**src/lpg_pkg.sv**
```systemverilog
package lpg_pkg;

  // Screen geometry and frame buffer layout
  localparam int SCREEN_WIDTH  = 320;
  localparam int SCREEN_HEIGHT = 240;
  localparam int ROW_SHIFT     = 10;  // 1024 bytes per row
  localparam int COL_SHIFT     = 1;   // 2 bytes per pixel

  localparam int X_W     = 9;
  localparam int Y_W     = 8;
  localparam int COORD_W = 9;   // major/minor coordinate width
  localparam int ERR_W   = 11;
  localparam int COLOR_W = 16;
  localparam int ADDR_W  = 32;

  localparam logic [X_W-1:0] X_MAX = X_W'(SCREEN_WIDTH - 1);
  localparam logic [Y_W-1:0] Y_MAX = Y_W'(SCREEN_HEIGHT - 1);

  localparam logic [ADDR_W-1:0] PIXEL_BASE_RESET = 32'hC800_0000;

  // Command codes carried in tuser
  localparam logic CMD_START = 1'b0;
  localparam logic CMD_TICK  = 1'b1;

  localparam int IN_FIELDS_W  = 2 * X_W + 2 * Y_W + COLOR_W;
  localparam int IN_DATA_W    = ((IN_FIELDS_W + 7) / 8) * 8;
  localparam int OUT_FIELDS_W = X_W + Y_W + ADDR_W + COLOR_W;
  localparam int OUT_DATA_W   = ((OUT_FIELDS_W + 7) / 8) * 8;

  // Input tdata layout, first field in the low bits
  typedef struct packed {
    logic [IN_DATA_W-IN_FIELDS_W-1:0] pad;
    logic [COLOR_W-1:0]               stroke_color;
    logic [Y_W-1:0]                   stop_y;
    logic [X_W-1:0]                   stop_x;
    logic [Y_W-1:0]                   start_y;
    logic [X_W-1:0]                   start_x;
  } line_cmd_t;

  // Output tdata layout, first field in the low bits
  typedef struct packed {
    logic [OUT_DATA_W-OUT_FIELDS_W-1:0] pad;
    logic [COLOR_W-1:0]                 pixel_color;
    logic [ADDR_W-1:0]                  pixel_address;
    logic [Y_W-1:0]                     pixel_y;
    logic [X_W-1:0]                     pixel_x;
  } pixel_t;

  // Rasterizer state for the line in progress
  typedef struct packed {
    logic                    steep;
    logic [COORD_W-1:0]      major_pos;
    logic [COORD_W-1:0]      major_end;
    logic [COORD_W-1:0]      minor_pos;
    logic                    minor_step_down;
    logic signed [ERR_W-1:0] err_term;
    logic [COORD_W-1:0]      major_delta;
    logic [COORD_W-1:0]      minor_delta;
    logic [COLOR_W-1:0]      held_color;
  } line_state_t;

endpackage

```
**src/lpg_setup.sv**
```systemverilog
// Start command decode: clamp, octant select, endpoint ordering, error init.
module lpg_setup (
  input  lpg_pkg::line_cmd_t   cmd,
  output lpg_pkg::line_state_t init
);
  import lpg_pkg::*;

  logic [COORD_W-1:0] ax, ay, bx, by;
  logic [COORD_W-1:0] dx, dy;
  logic               steep;
  logic [COORD_W-1:0] p_maj, p_min, q_maj, q_min;
  logic [COORD_W-1:0] amaj, amin, bmaj, bmin;
  logic [COORD_W-1:0] maj_delta;
  logic [ERR_W-1:0]   half_delta;

  always_comb begin
    ax = (cmd.start_x > X_MAX) ? X_MAX : cmd.start_x;
    bx = (cmd.stop_x  > X_MAX) ? X_MAX : cmd.stop_x;
    ay = COORD_W'((cmd.start_y > Y_MAX) ? Y_MAX : cmd.start_y);
    by = COORD_W'((cmd.stop_y  > Y_MAX) ? Y_MAX : cmd.stop_y);

    dx = (ax > bx) ? ax - bx : bx - ax;
    dy = (ay > by) ? ay - by : by - ay;
    steep = dy > dx;

    // swap axes for steep lines
    p_maj = steep ? ay : ax;
    p_min = steep ? ax : ay;
    q_maj = steep ? by : bx;
    q_min = steep ? bx : by;

    // major coordinate always rises
    if (p_maj > q_maj) begin
      amaj = q_maj; amin = q_min; bmaj = p_maj; bmin = p_min;
    end else begin
      amaj = p_maj; amin = p_min; bmaj = q_maj; bmin = q_min;
    end

    maj_delta  = bmaj - amaj;
    half_delta = ERR_W'(maj_delta >> 1);

    init.steep           = steep;
    init.major_pos       = amaj;
    init.major_end       = bmaj;
    init.minor_pos       = amin;
    init.minor_step_down = !(amin < bmin);
    init.err_term        = $signed(ERR_W'(0) - half_delta);
    init.major_delta     = maj_delta;
    init.minor_delta     = (amin > bmin) ? amin - bmin : bmin - amin;
    init.held_color      = cmd.stroke_color;
  end

endmodule

```
**src/lpg_stepper.sv**
```systemverilog
// One Bresenham step: emit current pixel, advance error and coordinates.
module lpg_stepper (
  input  lpg_pkg::line_state_t     cur,
  input  logic [lpg_pkg::ADDR_W-1:0] pixel_base,
  output lpg_pkg::pixel_t          pix,
  output logic                     last,
  output lpg_pkg::line_state_t     nxt
);
  import lpg_pkg::*;

  logic [COORD_W-1:0]      px;
  logic [COORD_W-1:0]      py;
  logic [Y_W-1:0]          py_row;
  logic signed [ERR_W-1:0] err_add;
  logic                    minor_step;

  always_comb begin
    px     = cur.steep ? cur.minor_pos : cur.major_pos;
    py     = cur.steep ? cur.major_pos : cur.minor_pos;
    py_row = py[Y_W-1:0];
    last   = (cur.major_pos == cur.major_end);

    pix               = '0;
    pix.pixel_x       = px[X_W-1:0];
    pix.pixel_y       = py_row;
    pix.pixel_address = pixel_base + (ADDR_W'(py_row) << ROW_SHIFT)
                        + (ADDR_W'(px[X_W-1:0]) << COL_SHIFT);
    pix.pixel_color   = cur.held_color;

    err_add    = cur.err_term + $signed(ERR_W'(cur.minor_delta));
    minor_step = (cur.minor_delta != '0) && !err_add[ERR_W-1];

    nxt = cur;
    nxt.err_term = err_add;
    if (minor_step) begin
      nxt.err_term  = err_add - $signed(ERR_W'(cur.major_delta));
      nxt.minor_pos = cur.minor_step_down ? cur.minor_pos - 1'b1
                                          : cur.minor_pos + 1'b1;
    end
    if (!last) begin
      nxt.major_pos = cur.major_pos + 1'b1;
    end
  end

endmodule

```
**src/line_pixel_generator_unit.sv**
```systemverilog
// Bresenham line rasterizer, one pixel per tick transaction while a line is drawing.
// A tick's pixel passes through the input register, then the result register,
//   before it is on m_axis.
// Throughput: one transaction per cycle, start or tick; only a stalled pixel holds the input.
// Reset (rst, synchronous, active high): both stages empty, no line drawing,
//   pixel_base back to 0xC8000000.
module line_pixel_generator_unit (
  input  logic                            clk,
  input  logic                            rst,
  // configuration: pixel_base
  input  logic                            cfg_wr_en,
  input  logic [lpg_pkg::ADDR_W-1:0]      cfg_wr_data,
  // command stream
  input  logic                            s_axis_tvalid,
  output logic                            s_axis_tready,
  // start_x, start_y, stop_x, stop_y, stroke_color, zero pad (low bit up)
  input  logic [lpg_pkg::IN_DATA_W-1:0]   s_axis_tdata,
  // cmd: 0 start, 1 tick
  input  logic                            s_axis_tuser,
  // pixel stream
  output logic                            m_axis_tvalid,
  input  logic                            m_axis_tready,
  // pixel_x, pixel_y, pixel_address, pixel_color, zero pad (low bit up)
  output logic [lpg_pkg::OUT_DATA_W-1:0]  m_axis_tdata,
  output logic                            m_axis_tlast   // last_pixel
);
  import lpg_pkg::*;

  // Config register
  logic [ADDR_W-1:0] pixel_base;

  // Input stage
  logic      in_valid;
  logic      in_cmd;
  line_cmd_t in_line;

  // Rasterizer state
  logic        drawing;
  line_state_t line_st;

  // Result stage
  logic   out_valid;
  pixel_t out_pix;
  logic   out_last;

  // Combinational step results
  line_state_t setup_st;
  line_state_t step_st;
  pixel_t      step_pix;
  logic        step_last;

  logic emits;    // held transaction produces a pixel
  logic advance;  // held transaction is consumed this cycle

  lpg_setup u_setup (
    .cmd  (in_line),
    .init (setup_st)
  );

  lpg_stepper u_stepper (
    .cur        (line_st),
    .pixel_base (pixel_base),
    .pix        (step_pix),
    .last       (step_last),
    .nxt        (step_st)
  );

  // A start or an idle tick needs no room downstream.
  assign emits   = (in_cmd == CMD_TICK) && drawing;
  assign advance = in_valid && (!emits || !out_valid || m_axis_tready);

  // Input register takes a new transaction whenever it is empty or draining.
  assign s_axis_tready = !in_valid || advance;

  assign m_axis_tvalid = out_valid;
  assign m_axis_tdata  = out_pix;
  assign m_axis_tlast  = out_last;

  always_ff @(posedge clk) begin
    if (rst) begin
      pixel_base <= PIXEL_BASE_RESET;
    end else if (cfg_wr_en) begin
      pixel_base <= cfg_wr_data;
    end
  end

  // Input stage
  always_ff @(posedge clk) begin
    if (rst) begin
      in_valid <= 1'b0;
    end else if (s_axis_tready) begin
      in_valid <= s_axis_tvalid;
    end
  end

  always_ff @(posedge clk) begin
    if (s_axis_tvalid && s_axis_tready) begin
      in_cmd  <= s_axis_tuser;
      in_line <= line_cmd_t'(s_axis_tdata);
    end
  end

  // Rasterizer state: start reloads, tick steps
  always_ff @(posedge clk) begin
    if (rst) begin
      drawing <= 1'b0;
    end else if (advance) begin
      if (in_cmd == CMD_START) begin
        drawing <= 1'b1;
      end else if (drawing && step_last) begin
        drawing <= 1'b0;
      end
    end
  end

  always_ff @(posedge clk) begin
    if (advance) begin
      if (in_cmd == CMD_START) begin
        line_st <= setup_st;
      end else if (drawing) begin
        line_st <= step_st;
      end
    end
  end

  // Result stage
  always_ff @(posedge clk) begin
    if (rst) begin
      out_valid <= 1'b0;
    end else if (advance && emits) begin
      out_valid <= 1'b1;
    end else if (m_axis_tready) begin
      out_valid <= 1'b0;
    end
  end

  always_ff @(posedge clk) begin
    if (advance && emits) begin
      out_pix  <= step_pix;
      out_last <= step_last;
    end
  end

endmodule

```
**config.mk**
```make
export PLATFORM = sky130hd
export DESIGN_NAME = line_pixel_generator_unit
export DESIGN_NICKNAME = d
export VERILOG_FILES = /design/src/lpg_pkg.sv /design/src/lpg_setup.sv /design/src/lpg_stepper.sv /design/src/line_pixel_generator_unit.sv
export SDC_FILE = /design/constraint.sdc
export NUM_CORES = 1
export LEC_CHECK = 0
export BUFFER_PORTS_ARGS = -buffer_cell sky130_fd_sc_hd__buf_2
export CAP_MARGIN = 5
export CORE_AREA = 8 8 172 174
export DETAILED_ROUTE_END_ITERATION = 6
export DIE_AREA = 0 0 180 182
export PLACE_DENSITY = 0.78
export SLEW_MARGIN = 20
export SYNTH_ARGS = -nofsm -noshare
export SYNTH_HDL_FRONTEND = slang
export SYNTH_SLANG_ARGS = --single-unit
```
**constraint.sdc**
```tcl
create_clock -name clk -period 9.8 [get_ports clk]
set_input_delay 1.96 -clock clk [delete_from_list [all_inputs] [get_ports clk]]
set_output_delay 1.96 -clock clk [all_outputs]
set_load 0.005 [all_outputs]
```
### Word level (Yosys, flattened, before mapping)

Index checks and enable logic that the tools add are counted.

| operators by class | value |
|---|---|
| $add $sub $neg | 15 |
| multiply operators | 0 |
| divide/modulo/power cells | 0 |
| $lt $le $gt $ge | 10 |
| equality and inequality tests | 5 |
| shifts and indexed selects | 0 |
| multiplexer cells | 27 |
| bitwise operators | 1 |
| reduce and logical (&&, ||, !) cells | 21 |

Operators with widths:

| kind | count |
|---|---|
| 9-bit 2-to-1 mux | 17 |
| 74-bit 2-to-1 mux | 1 |
| 73-bit 2-to-1 mux | 1 |
| 9-bit subtractor | 7 |
| 9-bit > comparator | 5 |
| 32-bit by 10-bit adder with 32-bit output | 1 |
| 32-bit by 18-bit adder with 32-bit output | 1 |
| 8-bit 2-to-1 mux | 3 |
| 9-bit by 1-bit adder with 9-bit output, second input constant | 2 |
| 9-bit > comparator, second input constant | 2 |
| 8-bit > comparator, second input constant | 2 |
| 11-bit by 10-bit adder with 11-bit output | 1 |
| 11-bit 2-to-1 mux | 1 |
| 11-bit by 10-bit subtractor with 11-bit output | 1 |
| 9-bit == test | 1 |
| 9-bit less-than comparator | 1 |
| 9-bit nonzero test | 1 |
| 1-bit by 8-bit subtractor with 9-bit output, first input constant | 1 |
| 9-bit by 1-bit subtractor with 9-bit output, second input constant | 1 |
| 1-bit logical AND | 6 |
| 2-bit by 1-bit inequality test with 1-bit output, second input constant | 3 |
| 2-bit AND reduction | 3 |
| 3-bit AND reduction | 2 |
| 1-bit zero test | 5 |
| other kinds (5) | 10 |

| word-level totals | value |
|---|---|
| bits in registers | 226 |
| latch bits | 0 |
| bits in writable memories | 0 |
| memory bits (read-only) | 0 |
| bits of input ports | 94 |
| output and inout bits | 75 |
| word-level logic and storage cells | 103 |
| memories kept | 0 |

### Logic depth before layout (Yosys ltp)

Gate-level depths: netlist (run 1).

| depth | value |
|---|---|
| word-level depth | 11 |
| gate-level depth with buffers | 52 |
| gate-level depth less buffers | 45 |

### By module

Synthesis (run 1) repeated with hierarchy kept, for this count alone.

| second synthesis, totals | value |
|---|---|
| cell total of the unflattened synthesis | 1,548 |
| area, all modules | 16,254.3 µm² |

By module, submodules not included:

| module | times used | cells each | area each (µm²) | sequential area each (µm²) |
|---|---|---|---|---|
| line_pixel_generator_unit | 1 | 409 | 8,455.6 | 6,826.5 |
| lpg_setup | 1 | 679 | 4,436.8 | 0.0 |
| lpg_stepper | 1 | 460 | 3,362.0 | 0.0 |

### Least setup slack after synthesis (run 1)

Ideal clock, no wire load.

| path | value |
|---|---|
| path type | register to register |
| start point | register in_line[31] (netlist bit) |
| end point | register line_st[22] (netlist bit), data pin |
| library setup time | 0.266 ns |
| arrival | 9.365 ns |
| required time | 9.534 ns |
| slack | 0.169 ns |
| cell stages (with the launch flop) | 50 |
| buffers on the path | 5 |
| period minus slack after synthesis | 9.631 ns |
| cell sequence | edfxtp_1 nand4_1 nand2b_1 inv_1 ha_1 nor2b_1 o21ai_0 a21boi_0 o21a_1 o21a_1 o21ai_0 a21boi_0 o22ai_2 mux2_2 o221ai_1 a221o_1 a31oi_1 ha_1 [14 not listed] buf_1 nand2_1 o21ai_0 inv_1 ha_1 clkbuf_1 a21o_1 a21oi_1 nor2_1 o31a_1 o21a_1 o22ai_1 mux2_2 o221ai_1 a21oi_1 o211ai_1 xnor2_1 nor2_1 |

| on the way | value |
|---|---|
| longest elaborated chain between the ends | 11 |
| elaborated cells on any way between the ends | 19 |
| those cells by class | add/sub (4); order compare (5); mux (10) |

RTL lines:

| element | line | source |
|---|---|---|
| start, declared | line_pixel_generator_unit.sv:35 | `line_cmd_t in_line;` |
| start signal, assigned | line_pixel_generator_unit.sv:99 | `in_line <= line_cmd_t'(s_axis_tdata);` |
| 8-bit > comparator | lpg_setup.sv:20 | `by = COORD_W'((cmd.stop_y > Y_MAX) ? Y_MAX : cmd.stop_y);` |
| 8-bit 2-to-1 mux (*) | lpg_setup.sv:20 |  |
| 9-bit subtractor / 9-bit > comparator (equally long branches) | lpg_setup.sv:23 | `dy = (ay > by) ? ay - by : by - ay;` |
| 9-bit 2-to-1 mux | lpg_setup.sv:23 |  |
| 9-bit > comparator | lpg_setup.sv:24 | `steep = dy > dx;` |
| 9-bit 2-to-1 mux, on equally long branches | lpg_setup.sv:27, lpg_setup.sv:29 |  |
| 9-bit > comparator | lpg_setup.sv:33 | `if (p_maj > q_maj) begin` |
| 9-bit 2-to-1 mux | lpg_setup.sv:33 |  |
| 9-bit subtractor / 9-bit > comparator (equally long branches) | lpg_setup.sv:49 | `init.minor_delta = (amin > bmin) ? amin - bmin : bmin - amin;` |
| 9-bit 2-to-1 mux (*) | lpg_setup.sv:49 |  |
| 74-bit 2-to-1 mux (*) | line_pixel_generator_unit.sv:118 | `if (in_cmd == CMD_START) begin` |
| end signal, assigned | line_pixel_generator_unit.sv:119 | `line_st <= setup_st;` |
| end signal, assigned | line_pixel_generator_unit.sv:121 | `line_st <= step_st;` |
| end, declared | line_pixel_generator_unit.sv:39 | `line_state_t line_st;` |

Mark *: on every way between the ends. The rest lies on a longest branch, timed or not. The select of a mux whose other input is x is not followed.
A chain may end at the register's enable or synchronous reset.

### Worst setup path in the final report (run 1)

Same ends and word-level chain as after synthesis.

==> results_dict.tcl, run 1 <==
set metrics [dict create \
    drv_cap 0 \
    whs_endpoint "m_axis_tdata[49]" \
    syn_area_um2 14300 \
    drt-wirelength-per-cell_um 18.2 \
    cts_made_buffers 26 \
    layout-drive-gt1-share 0.232 \
    fin_crit_ps 9300 \
    multi_input_area_um2 7270 \
    regToRegSetupSlack_ps 500 \
    crit_path_end_kind "flop" \
    min_path_type "flop to flop" \
    hold_depth 0 \
    crit_start "in_line[31]" \
    portBuffers 155 \
    cp_data_required_time_ps 10020 \
    tightest_slew_ps 1010 \
    cts_tree "built" \
    dp.cells 1953 \
    register_area_um2 6440 \
    core.rowCount 60 \
    finClkSkew_ps 13.6 \
    synth_cell_types 77 \
    yosysMostFrequentCell "edfxtp_1" \
    outcome "finished, final reports clean" \
    syn2layout_area_growth_pct 19.6 \
    cts_root_buffer "clkbuf_16" \
    die_x_um 180 \
    layout.cells.non_filler 2003 \
    initial_core_util 0.535 \
    whs_ps 415 \
    die_height_um 182 \
    vias 11223 \
    synth_edf_count 191 \
    core_um2 26700 \
    cellPowerDensity_nw_per_um2 417 \
    grt_pass1_vias 11320 \
    synth_common_cells "edfxtp_1 (191), nor2_1 (152), ha_1 (111)" \
    synth_area_per_cell_um2 10.2 \
    critical_path_class "flop to flop" \
    synth.top_cell.area_share 0.402 \
    diodes 0 \
    cts_sinks 226 \
    syn_inst 1404 \
    crit_top_cell "ha_1" \
    nets 1859 \
    hold_start "line_st[0]" \
    grt_max_degree 89 \
    drt_iter0_markers 838 \
    routed_wl_um 36400 \
    crit_buf_inv 4 \
    cp.arrival_ps 9530 \
    yosys_register_bits 226 \
    path_delay_family "compound AO/OA/AOI/OAI gates" \
    rr_worst_depth 43 \
    worstSkewPairLatency_ps 530 \
    final.period_utilization 0.949 \
    finalHoldViolations 0 \
    max_stage_delay_ps 440 \
    ir_drop_v 0.000317 \
    slowest_stage "o21ai_0" \
    viasPerCell 5.60 \
    ios 169 \
    dieArea_um2 32800 \
    holdBufCountCts 0 \
    r2r-end "line_st[22]" \
    synth_ff_type "edfxtp_1" \
    clock_tree.buffer_depth 3 \
    antenna_found_initial 0 \
    yosysWarnings 0 \
    setup_slack_ps 495 \
    grt_usage 0.216 \
    clk_pin_slew_ps 60 \
    drc 0 \
    path_max_fanout 14 \
    gp_congestion 0.955 \
    async_flop_share 0 \
    grt_pass1_wl_um 57800 \
    critPathLaunchType "flop" \
    fillers 2064 \
    setup_viol 0 \
    slew_viol_final 0 \
    antenna_left 0 \
    synth.area.top_cells "edfxtp_1 (40%), ha_1 (9.7%), dfxtp_1 (4.9%)" \
    regToRegStartpoint "in_line[31]" \
    place_ws_ps 286 \
    dp_hpwl_um 28000 \
    p_leak_nw 7.41 \
    grt_overflow_total 0 \
    fmax_mhz 107 \
    synth_top_cell_by_area "edfxtp_1" \
    ys_seq_area_frac 0.452 \
    slew_headroom 0.324 \
    htreeDepth 1 \
    drt-pass1-iter-count 5 \
]
==> layer usage <==
metal  track usage  vias up  share of wire
met3        0.0407       86          0.064
met2         0.385      366           0.50
met4        0.0787        0          0.032
met1         0.256     5324           0.40
met5             0        -              0
li1              -     5447              -
==> kinds of logic (layout without fill, tap and decap cells) <==
kind of cell	Yosys count	count (layout)	synth area share
AOI/OAI and AO/OA	304	304	0.137
and+or+nand+nor	409	410	0.135
buffers and inverters	170	421	0.0482
adders and majority gates	121	121	0.112
other	1	7	0.000263
muxes	79	79	0.0585
DFF	226	226	0.452
xor gates and xnor gates	94	94	0.0578
==> through the flow <==
stage | setup TNS [ps] | instance area (um^2) | utilization | power (mW)
after global routing | -48.7 | 17000 | 0.640 | 7.65
final | 0 | 17000 | 0.640 | 7.11
after global placement | 0 | 16100 | 0.602 | 5.79
after CTS | 0 | 16900 | 0.635 | 6.96
after detailed placement | 0 | 16100 | 0.602 | 5.97
after floorplan | 0 | 14300 | - | 4.34
==> worst max-delay path by stage <==
stage,to,depth (start not counted)
2_1_floorplan,line_st[22],49
3_3_place_gp,line_st[24],44
3_5_place_dp,line_st[24],43
4_1_cts,line_st[24],42
5_1_grt,line_st[24],48
6_report,line_st[22],43
==> cell usage in the layout, fill, tap and decap left out, types with 13 or more instances in the layout <==
master     netlist  final
edfxtp_1       191    191
buf_2            6    155
nor2_1         152    151
buf_4            9    112
ha_1           111    111
inv_1          105    104
a21oi_1        102     96
nand2_1         96     96
xnor2_1         64     64
o21ai_0         59     52
mux2i_1         48     48
dfxtp_1         35     35
nand3_1         33     32
a21o_1          30     30
mux2_2          30     30
xor2_1          30     30
clkbuf_16        0     28
nor2b_1         28     27
nand2b_1        24     23
o21bai_1        17     17
o21ai_1          8     13
nor3_1          13     13
==> flip-flops by register name, indices dropped and copies added (netlist names) <==
signal and flops:
line_st 74, m_axis_tdata 65, in_line 50, pixel_base 32, drawing 1, in_cmd 1
in_valid 1, m_axis_tlast 1, m_axis_tvalid 1
==> where the power goes <==
part	switching [mW]	internal (mW)
clock network	0.388	0.573
logic	2.65	2.19
registers	0.0591	1.25
==> final cells by class <==
type | count | area share
Clock buffer | 35 | 0.0444
Multi-Input combinational cell | 1015 | 0.426
Sequential cell | 226 | 0.378
Clock inverter | 11 | 0.00609
Tap cell | 341 | 0.0250
Timing Repair Buffer | 269 | 0.0972
Inverter | 106 | 0.0233
==> timing repair <==
item | CTS | global route
resized for setup | 0 | 28
setup buffers | 0 | 3
setup endpoints to repair | 0 | 6
No activity file was read; power rests on OpenSTA's default activity.
==> run 2: changes to the inputs <==
--- a/config.mk
+++ b/config.mk
@@ -7,11 +7,13 @@
 export LEC_CHECK = 0
 export BUFFER_PORTS_ARGS = -buffer_cell sky130_fd_sc_hd__buf_2
 export CAP_MARGIN = 5
-export CORE_AREA = 8 8 172 174
+export CORE_AREA = 8 8 211 213
 export DETAILED_ROUTE_END_ITERATION = 6
-export DIE_AREA = 0 0 180 182
-export PLACE_DENSITY = 0.78
+export DIE_AREA = 0 0 219 221
+export GPL_TIMING_DRIVEN = 0
+export PLACE_DENSITY = 0.61
 export SLEW_MARGIN = 20
 export SYNTH_ARGS = -nofsm -noshare
 export SYNTH_HDL_FRONTEND = slang
+export SYNTH_HIERARCHICAL = 1
 export SYNTH_SLANG_ARGS = --single-unit
==> run 2 against run 1 <==
Compared with the run above:
- cell count up 20%
- final area up 20%
- largest cell class unchanged
- global-route usage down 4.1 points
- non-clock buffer count up 137
- via count up 8.6%
- the flow now finishes with violations (setup timing)
- worst setup slack worse by 700 ps
- sequential cell count up 7
- clock skew up 6.0 ps
==> results_dict.tcl, run 2 <==
set metrics [dict create \
    path_max_fanout 8 \
    antenna_found_initial 0 \
    antenna_left 0 \
    place_ws_ps -2300 \
    fillers 3888 \
    hold_depth 2 \
    syn_area_um2 16100 \
    layout.cells.non_filler 2395 \
    crit_path_end_kind "flop" \
    syn2layout_area_growth_pct 27.1 \
    path_delay_family "compound AO/OA/AOI/OAI gates" \
    rr_worst_depth 54 \
    htreeDepth 1 \
    regMostFlops "line_st" \
    r2r-end "line_st[24]" \
    critPathLaunchType "flop" \
    vias 12184 \
    setup_viol 2 \
    dp_hpwl_um 33900 \
    final_common_cell "edfxtp_1" \
    setup_slack_ps -200 \
    grt_pass1_vias 12200 \
    worstSkewPairLatency_ps 580 \
    diodes 0 \
    crit_top_cell "o21ai_2" \
    critical_path_class "flop to flop" \
    nets 2047 \
    crit_start "in_line[7]" \
    gp_congestion 0.894 \
    clk_pin_slew_ps 60 \
    min_path_type "flop to flop" \
    grt_usage 0.175 \
    drt-pass1-iter-count 5 \
    core_um2 41300 \
    portBuffers 160 \
    final.period_utilization 1.02 \
    synth_area_per_cell_um2 10.4 \
    dieArea_um2 48400 \
    yosysWarnings 6 \
    die_height_um 221 \
    whs_endpoint "drawing" \
    cp.arrival_ps 10340 \
    routed_wl_um 44600 \
    regToRegStartpoint "in_line[7]" \
    tightest_slew_ps 642 \
    cp_data_required_time_ps 10140 \
    viasPerCell 5.09 \
    syn_inst 1542 \
    slew_headroom 0.568 \
    grt_pass1_wl_um 67600 \
    holdBufCountCts 0 \
    cts_tree "built" \
    finalHoldViolations 0 \
    initial_core_util 0.389 \
    fmax_mhz 100 \
    largest_reg_flops 74 \
    die_x_um 219 \
    drv_cap 0 \
    layout_common_cells "edfxtp_1 (198), buf_4 (182), buf_2 (168), nand2_1 (103), nor2_1 (103)" \
    cts_root_buffer "clkbuf_16" \
    outcome "finished with violations" \
    grt_overflow_total 0 \
    drc 0 \
    slew_viol_final 0 \
    hold_start "drawing" \
    grt_max_degree 42 \
    crit_buf_inv 9 \
    cts_made_buffers 28 \
    fin_crit_ps 10000 \
    rsz0062_at_grt "yes" \
    slowest_stage "o41a_1" \
    layout-drive-gt1-share 0.371 \
    finClkSkew_ps 19.6 \
    ios 169 \
    failed_checks "setup timing" \
    core.rowCount 75 \
    regToRegSetupSlack_ps -200 \
    drt-wirelength-per-cell_um 18.6 \
    dp.cells 2255 \
    clock_tree.buffer_depth 3 \
    cts_sinks 233 \
    max_stage_delay_ps 400 \
    drt_iter0_markers 786 \
]
## run 2: final cells by class
| class | count | area [um^2] | area share |
|---|---|---|---|
| clock inverters | 14 | 111 | 0.00545 |
| repair buffers | 262 | 1740 | 0.0849 |
| inverters | 112 | 433 | 0.0212 |
| well taps | 539 | 674 | 0.0330 |
| plain buffers | 144 | 1190 | 0.0584 |
| clock buffers | 38 | 779 | 0.0382 |
| multi-input cells | 1053 | 8860 | 0.434 |
| flip-flops and latches | 233 | 6650 | 0.325 |
## run 2: how the worst max path moves through the flow
| stage | cells past startpoint | slack (ps) | end |
|---|---|---|---|
| 2_1_floorplan | 56 | 3 | line_st[24] |
| 3_3_place_gp | 54 | -2450 | line_st[24] |
| 3_5_place_dp | 54 | -2300 | line_st[24] |
| 4_1_cts | 54 | -380 | line_st[24] |
| 5_1_grt | 53 | -640 | line_st[24] |
| 6_report | 54 | -200 | line_st[24] |
## run 2: what timing repair did
| item | CTS | global route |
|---|---|---|
| buffers inserted | 55 | 37 |
| resized for setup | 155 | 82 |
| setup endpoints to repair | 26 | 20 |
| cloned | 3 | 0 |
| pin swaps | 57 | 47 |
| hold endpoints to repair | 0 | 0 |
## run 2: per-layer routing
metal	track usage	wire length [um]	part of all wire	up-vias
met4	0.0420	1030	0.023	0
li1	-	-	-	5960
met1	0.219	19200	0.43	5869
met2	0.311	22300	0.50	293
met3	0.0247	2170	0.049	62
met5	0	0	0	-
## run 2: through the flow
stage	util	TNS, ps	hold WS, ps	cell area [um^2]
after floorplan	-	0	462	16300
after global placement	0.430	-155540	477	17700
after detailed placement	0.435	-36580	491	18000
after CTS	0.482	-1100	503	19900
after global routing	0.495	-3700	515	20400
final	0.495	-294	499	20400
## run 2: tightest hold or removal path: stages (launching register included)
cell and delay (ps):
dfxtp_1 320, o21ai_0 70, a21oi_1 60
Power of run 2 is not shown: default switching activity piles up to over one toggle a cycle in this logic, so the estimate is an artifact.
==> run 3: changes to the inputs <==
--- a/config.mk
+++ b/config.mk
@@ -5,13 +5,12 @@
 export SDC_FILE = /design/constraint.sdc
 export NUM_CORES = 1
 export LEC_CHECK = 0
-export BUFFER_PORTS_ARGS = -buffer_cell sky130_fd_sc_hd__buf_2
-export CAP_MARGIN = 5
 export CORE_AREA = 8 8 211 213
 export DETAILED_ROUTE_END_ITERATION = 6
 export DIE_AREA = 0 0 219 221
+export DONT_BUFFER_PORTS = 1
 export GPL_TIMING_DRIVEN = 0
-export PLACE_DENSITY = 0.61
+export PLACE_DENSITY = 0.57
 export SLEW_MARGIN = 20
 export SYNTH_ARGS = -nofsm -noshare
 export SYNTH_HDL_FRONTEND = slang
==> run 3 against run 2 <==
Compared with the run above:
- the run still ends with setup timing left
- sequential cell count did not move
- final area fell by 3.1%
- critical endpoint unchanged
- utilization fell by 1.6 points
- global-route usage rose by 0.16 points
- via count fell by 4.5%
- sequential share of layout area rose by 1.1 points
- worst hold slack got worse by 0.93 ps
- wire length fell by 0.11%
- register-to-register slack got worse by 200 ps
==> results_dict.tcl, run 3 (synthesis gave the netlist of run 2 again) <==
set metrics [dict create \
    crit_start "in_line[6]" \
    worstSetupEndpoint "line_st[24]" \
    holdBufCountCts 0 \
    drt_iter0_markers 732 \
    fmax_mhz 98.1 \
    min_path_type "flop to flop" \
    critical_path_class "flop to flop" \
    cts_tree "built" \
    vias 11631 \
    regMostFlops "line_st" \
    dp_hpwl_um 33900 \
    antenna_left 0 \
    slew_viol_final 0 \
    tightest_slew_ps 755 \
    grt_pass1_wl_um 67100 \
    slew_headroom 0.494 \
    path_delay_family "compound AO/OA/AOI/OAI gates" \
    grt_max_degree 42 \
    htreeDepth 1 \
    rr_worst_depth 52 \
    die_height_um 221 \
    cts_made_buffers 28 \
    hold_start "pixel_base[0]" \
    routed_wl_um 44600 \
    failed_checks "setup timing" \
    core_um2 41300 \
    core.rowCount 75 \
    slowest_stage "or4_4" \
    crit_path_end_kind "flop" \
    hold_depth 2 \
    cp.arrival_ps 10520 \
    die_x_um 219 \
    crit_buf_inv 8 \
    final_common_cell "edfxtp_1" \
    grt_overflow_total 0 \
    syn2layout_area_growth_pct 23.1 \
    clk_pin_slew_ps 60 \
    grt_usage 0.176 \
    drv_cap 0 \
    regToRegSetupSlack_ps -400 \
    r2r-end "line_st[24]" \
    setup_slack_ps -398 \
    rsz0062_at_grt "yes" \
    final.period_utilization 1.04 \
    place_ws_ps -2410 \
    finalHoldViolations 0 \
    viasPerCell 5.18 \
    layout-drive-gt1-share 0.316 \
    regToRegStartpoint "in_line[6]" \
    max_stage_delay_ps 580 \
    outcome "finished with violations" \
    gp_congestion 0.918 \
    drc 0 \
    ios 169 \
    setup_viol 9 \
    drt-wirelength-per-cell_um 19.9 \
    layout_common_cells "edfxtp_1 (198), buf_4 (183), nor2_1 (103), inv_1 (101), nand2_1 (100)" \
    clock_tree.buffer_depth 3 \
    largest_reg_flops 74 \
    cp.depth 52 \
    drt-pass1-iter-count 5 \
    cts_root_buffer "clkbuf_16" \
    finClkSkew_ps 12.5 \
    critPathLaunchType "flop" \
    initial_core_util 0.389 \
    fin_crit_ps 10200 \
    antenna_found_initial 1 \
    cp_data_required_time_ps 10120 \
    worstSkewPairLatency_ps 580 \
    dieArea_um2 48400 \
    cts_sinks 233 \
    portBuffers 0 \
    path_max_fanout 10 \
    nets 1896 \
    grt_pass1_vias 11586 \
]
## run 3: timing repair
action	in CTS	in global routing
setup endpoints to repair	26	21
cloned	4	1
pin swaps	64	55
buffers inserted	64	32
resized for setup	175	59
endpoints found under the hold margin	0	0
## run 3: how the worst min path moves through the flow
stage | endpoint | slack, ps
floorplan | pixel_base[0] | 460
global placement | drawing | 480
detailed placement | pixel_base[0] | 490
CTS | pixel_base[0] | 500
global route | pixel_base[3] | 530
finish | pixel_base[0] | 500
## run 3: layout make-up
cell class / count / area (um^2)
fillers: 3792 / 21500
multi-input cells: 1053 / 8870
clock inverters: 15 / 166
inverters: 112 / 433
flip-flops and latches: 233 / 6650
plain buffers: 147 / 1250
clock buffers: 37 / 766
repair buffers: 108 / 981
well taps: 539 / 674
diodes: 1 / 2.50
## run 3: routing by layer
layer / wire [um] / vias to the layer above / global-route usage
met4: 1430 / 0 / 0.0553
li1: - / 5673 / -
met5: 0 / - / 0
met2: 21800 / 303 / 0.303
met1: 19600 / 5585 / 0.226
met3: 1720 / 70 / 0.0243
## run 3: stage by stage
step | instances | hold WS [ps] | cell area [um^2] | util | TNS [ps]
5_1_grt | 2245 | 529 | 19800 | 0.479 | -6300
2_1_floorplan | 1548 | 462 | 16300 | - | 0
4_1_cts | 2212 | 500 | 19300 | 0.468 | -2810
6_report | 2245 | 498 | 19800 | 0.479 | -2070
3_3_place_gp | 2087 | 476 | 16900 | 0.410 | -157190
3_5_place_dp | 2094 | 487 | 17100 | 0.415 | -39660
## run 3: tightest hold or removal path, cell delays in order, from the launching register on
cell and delay (ps):
dfxtp_1 330, mux2i_1 70, nor2_1 70
Power of run 3 is left out for the same reason.
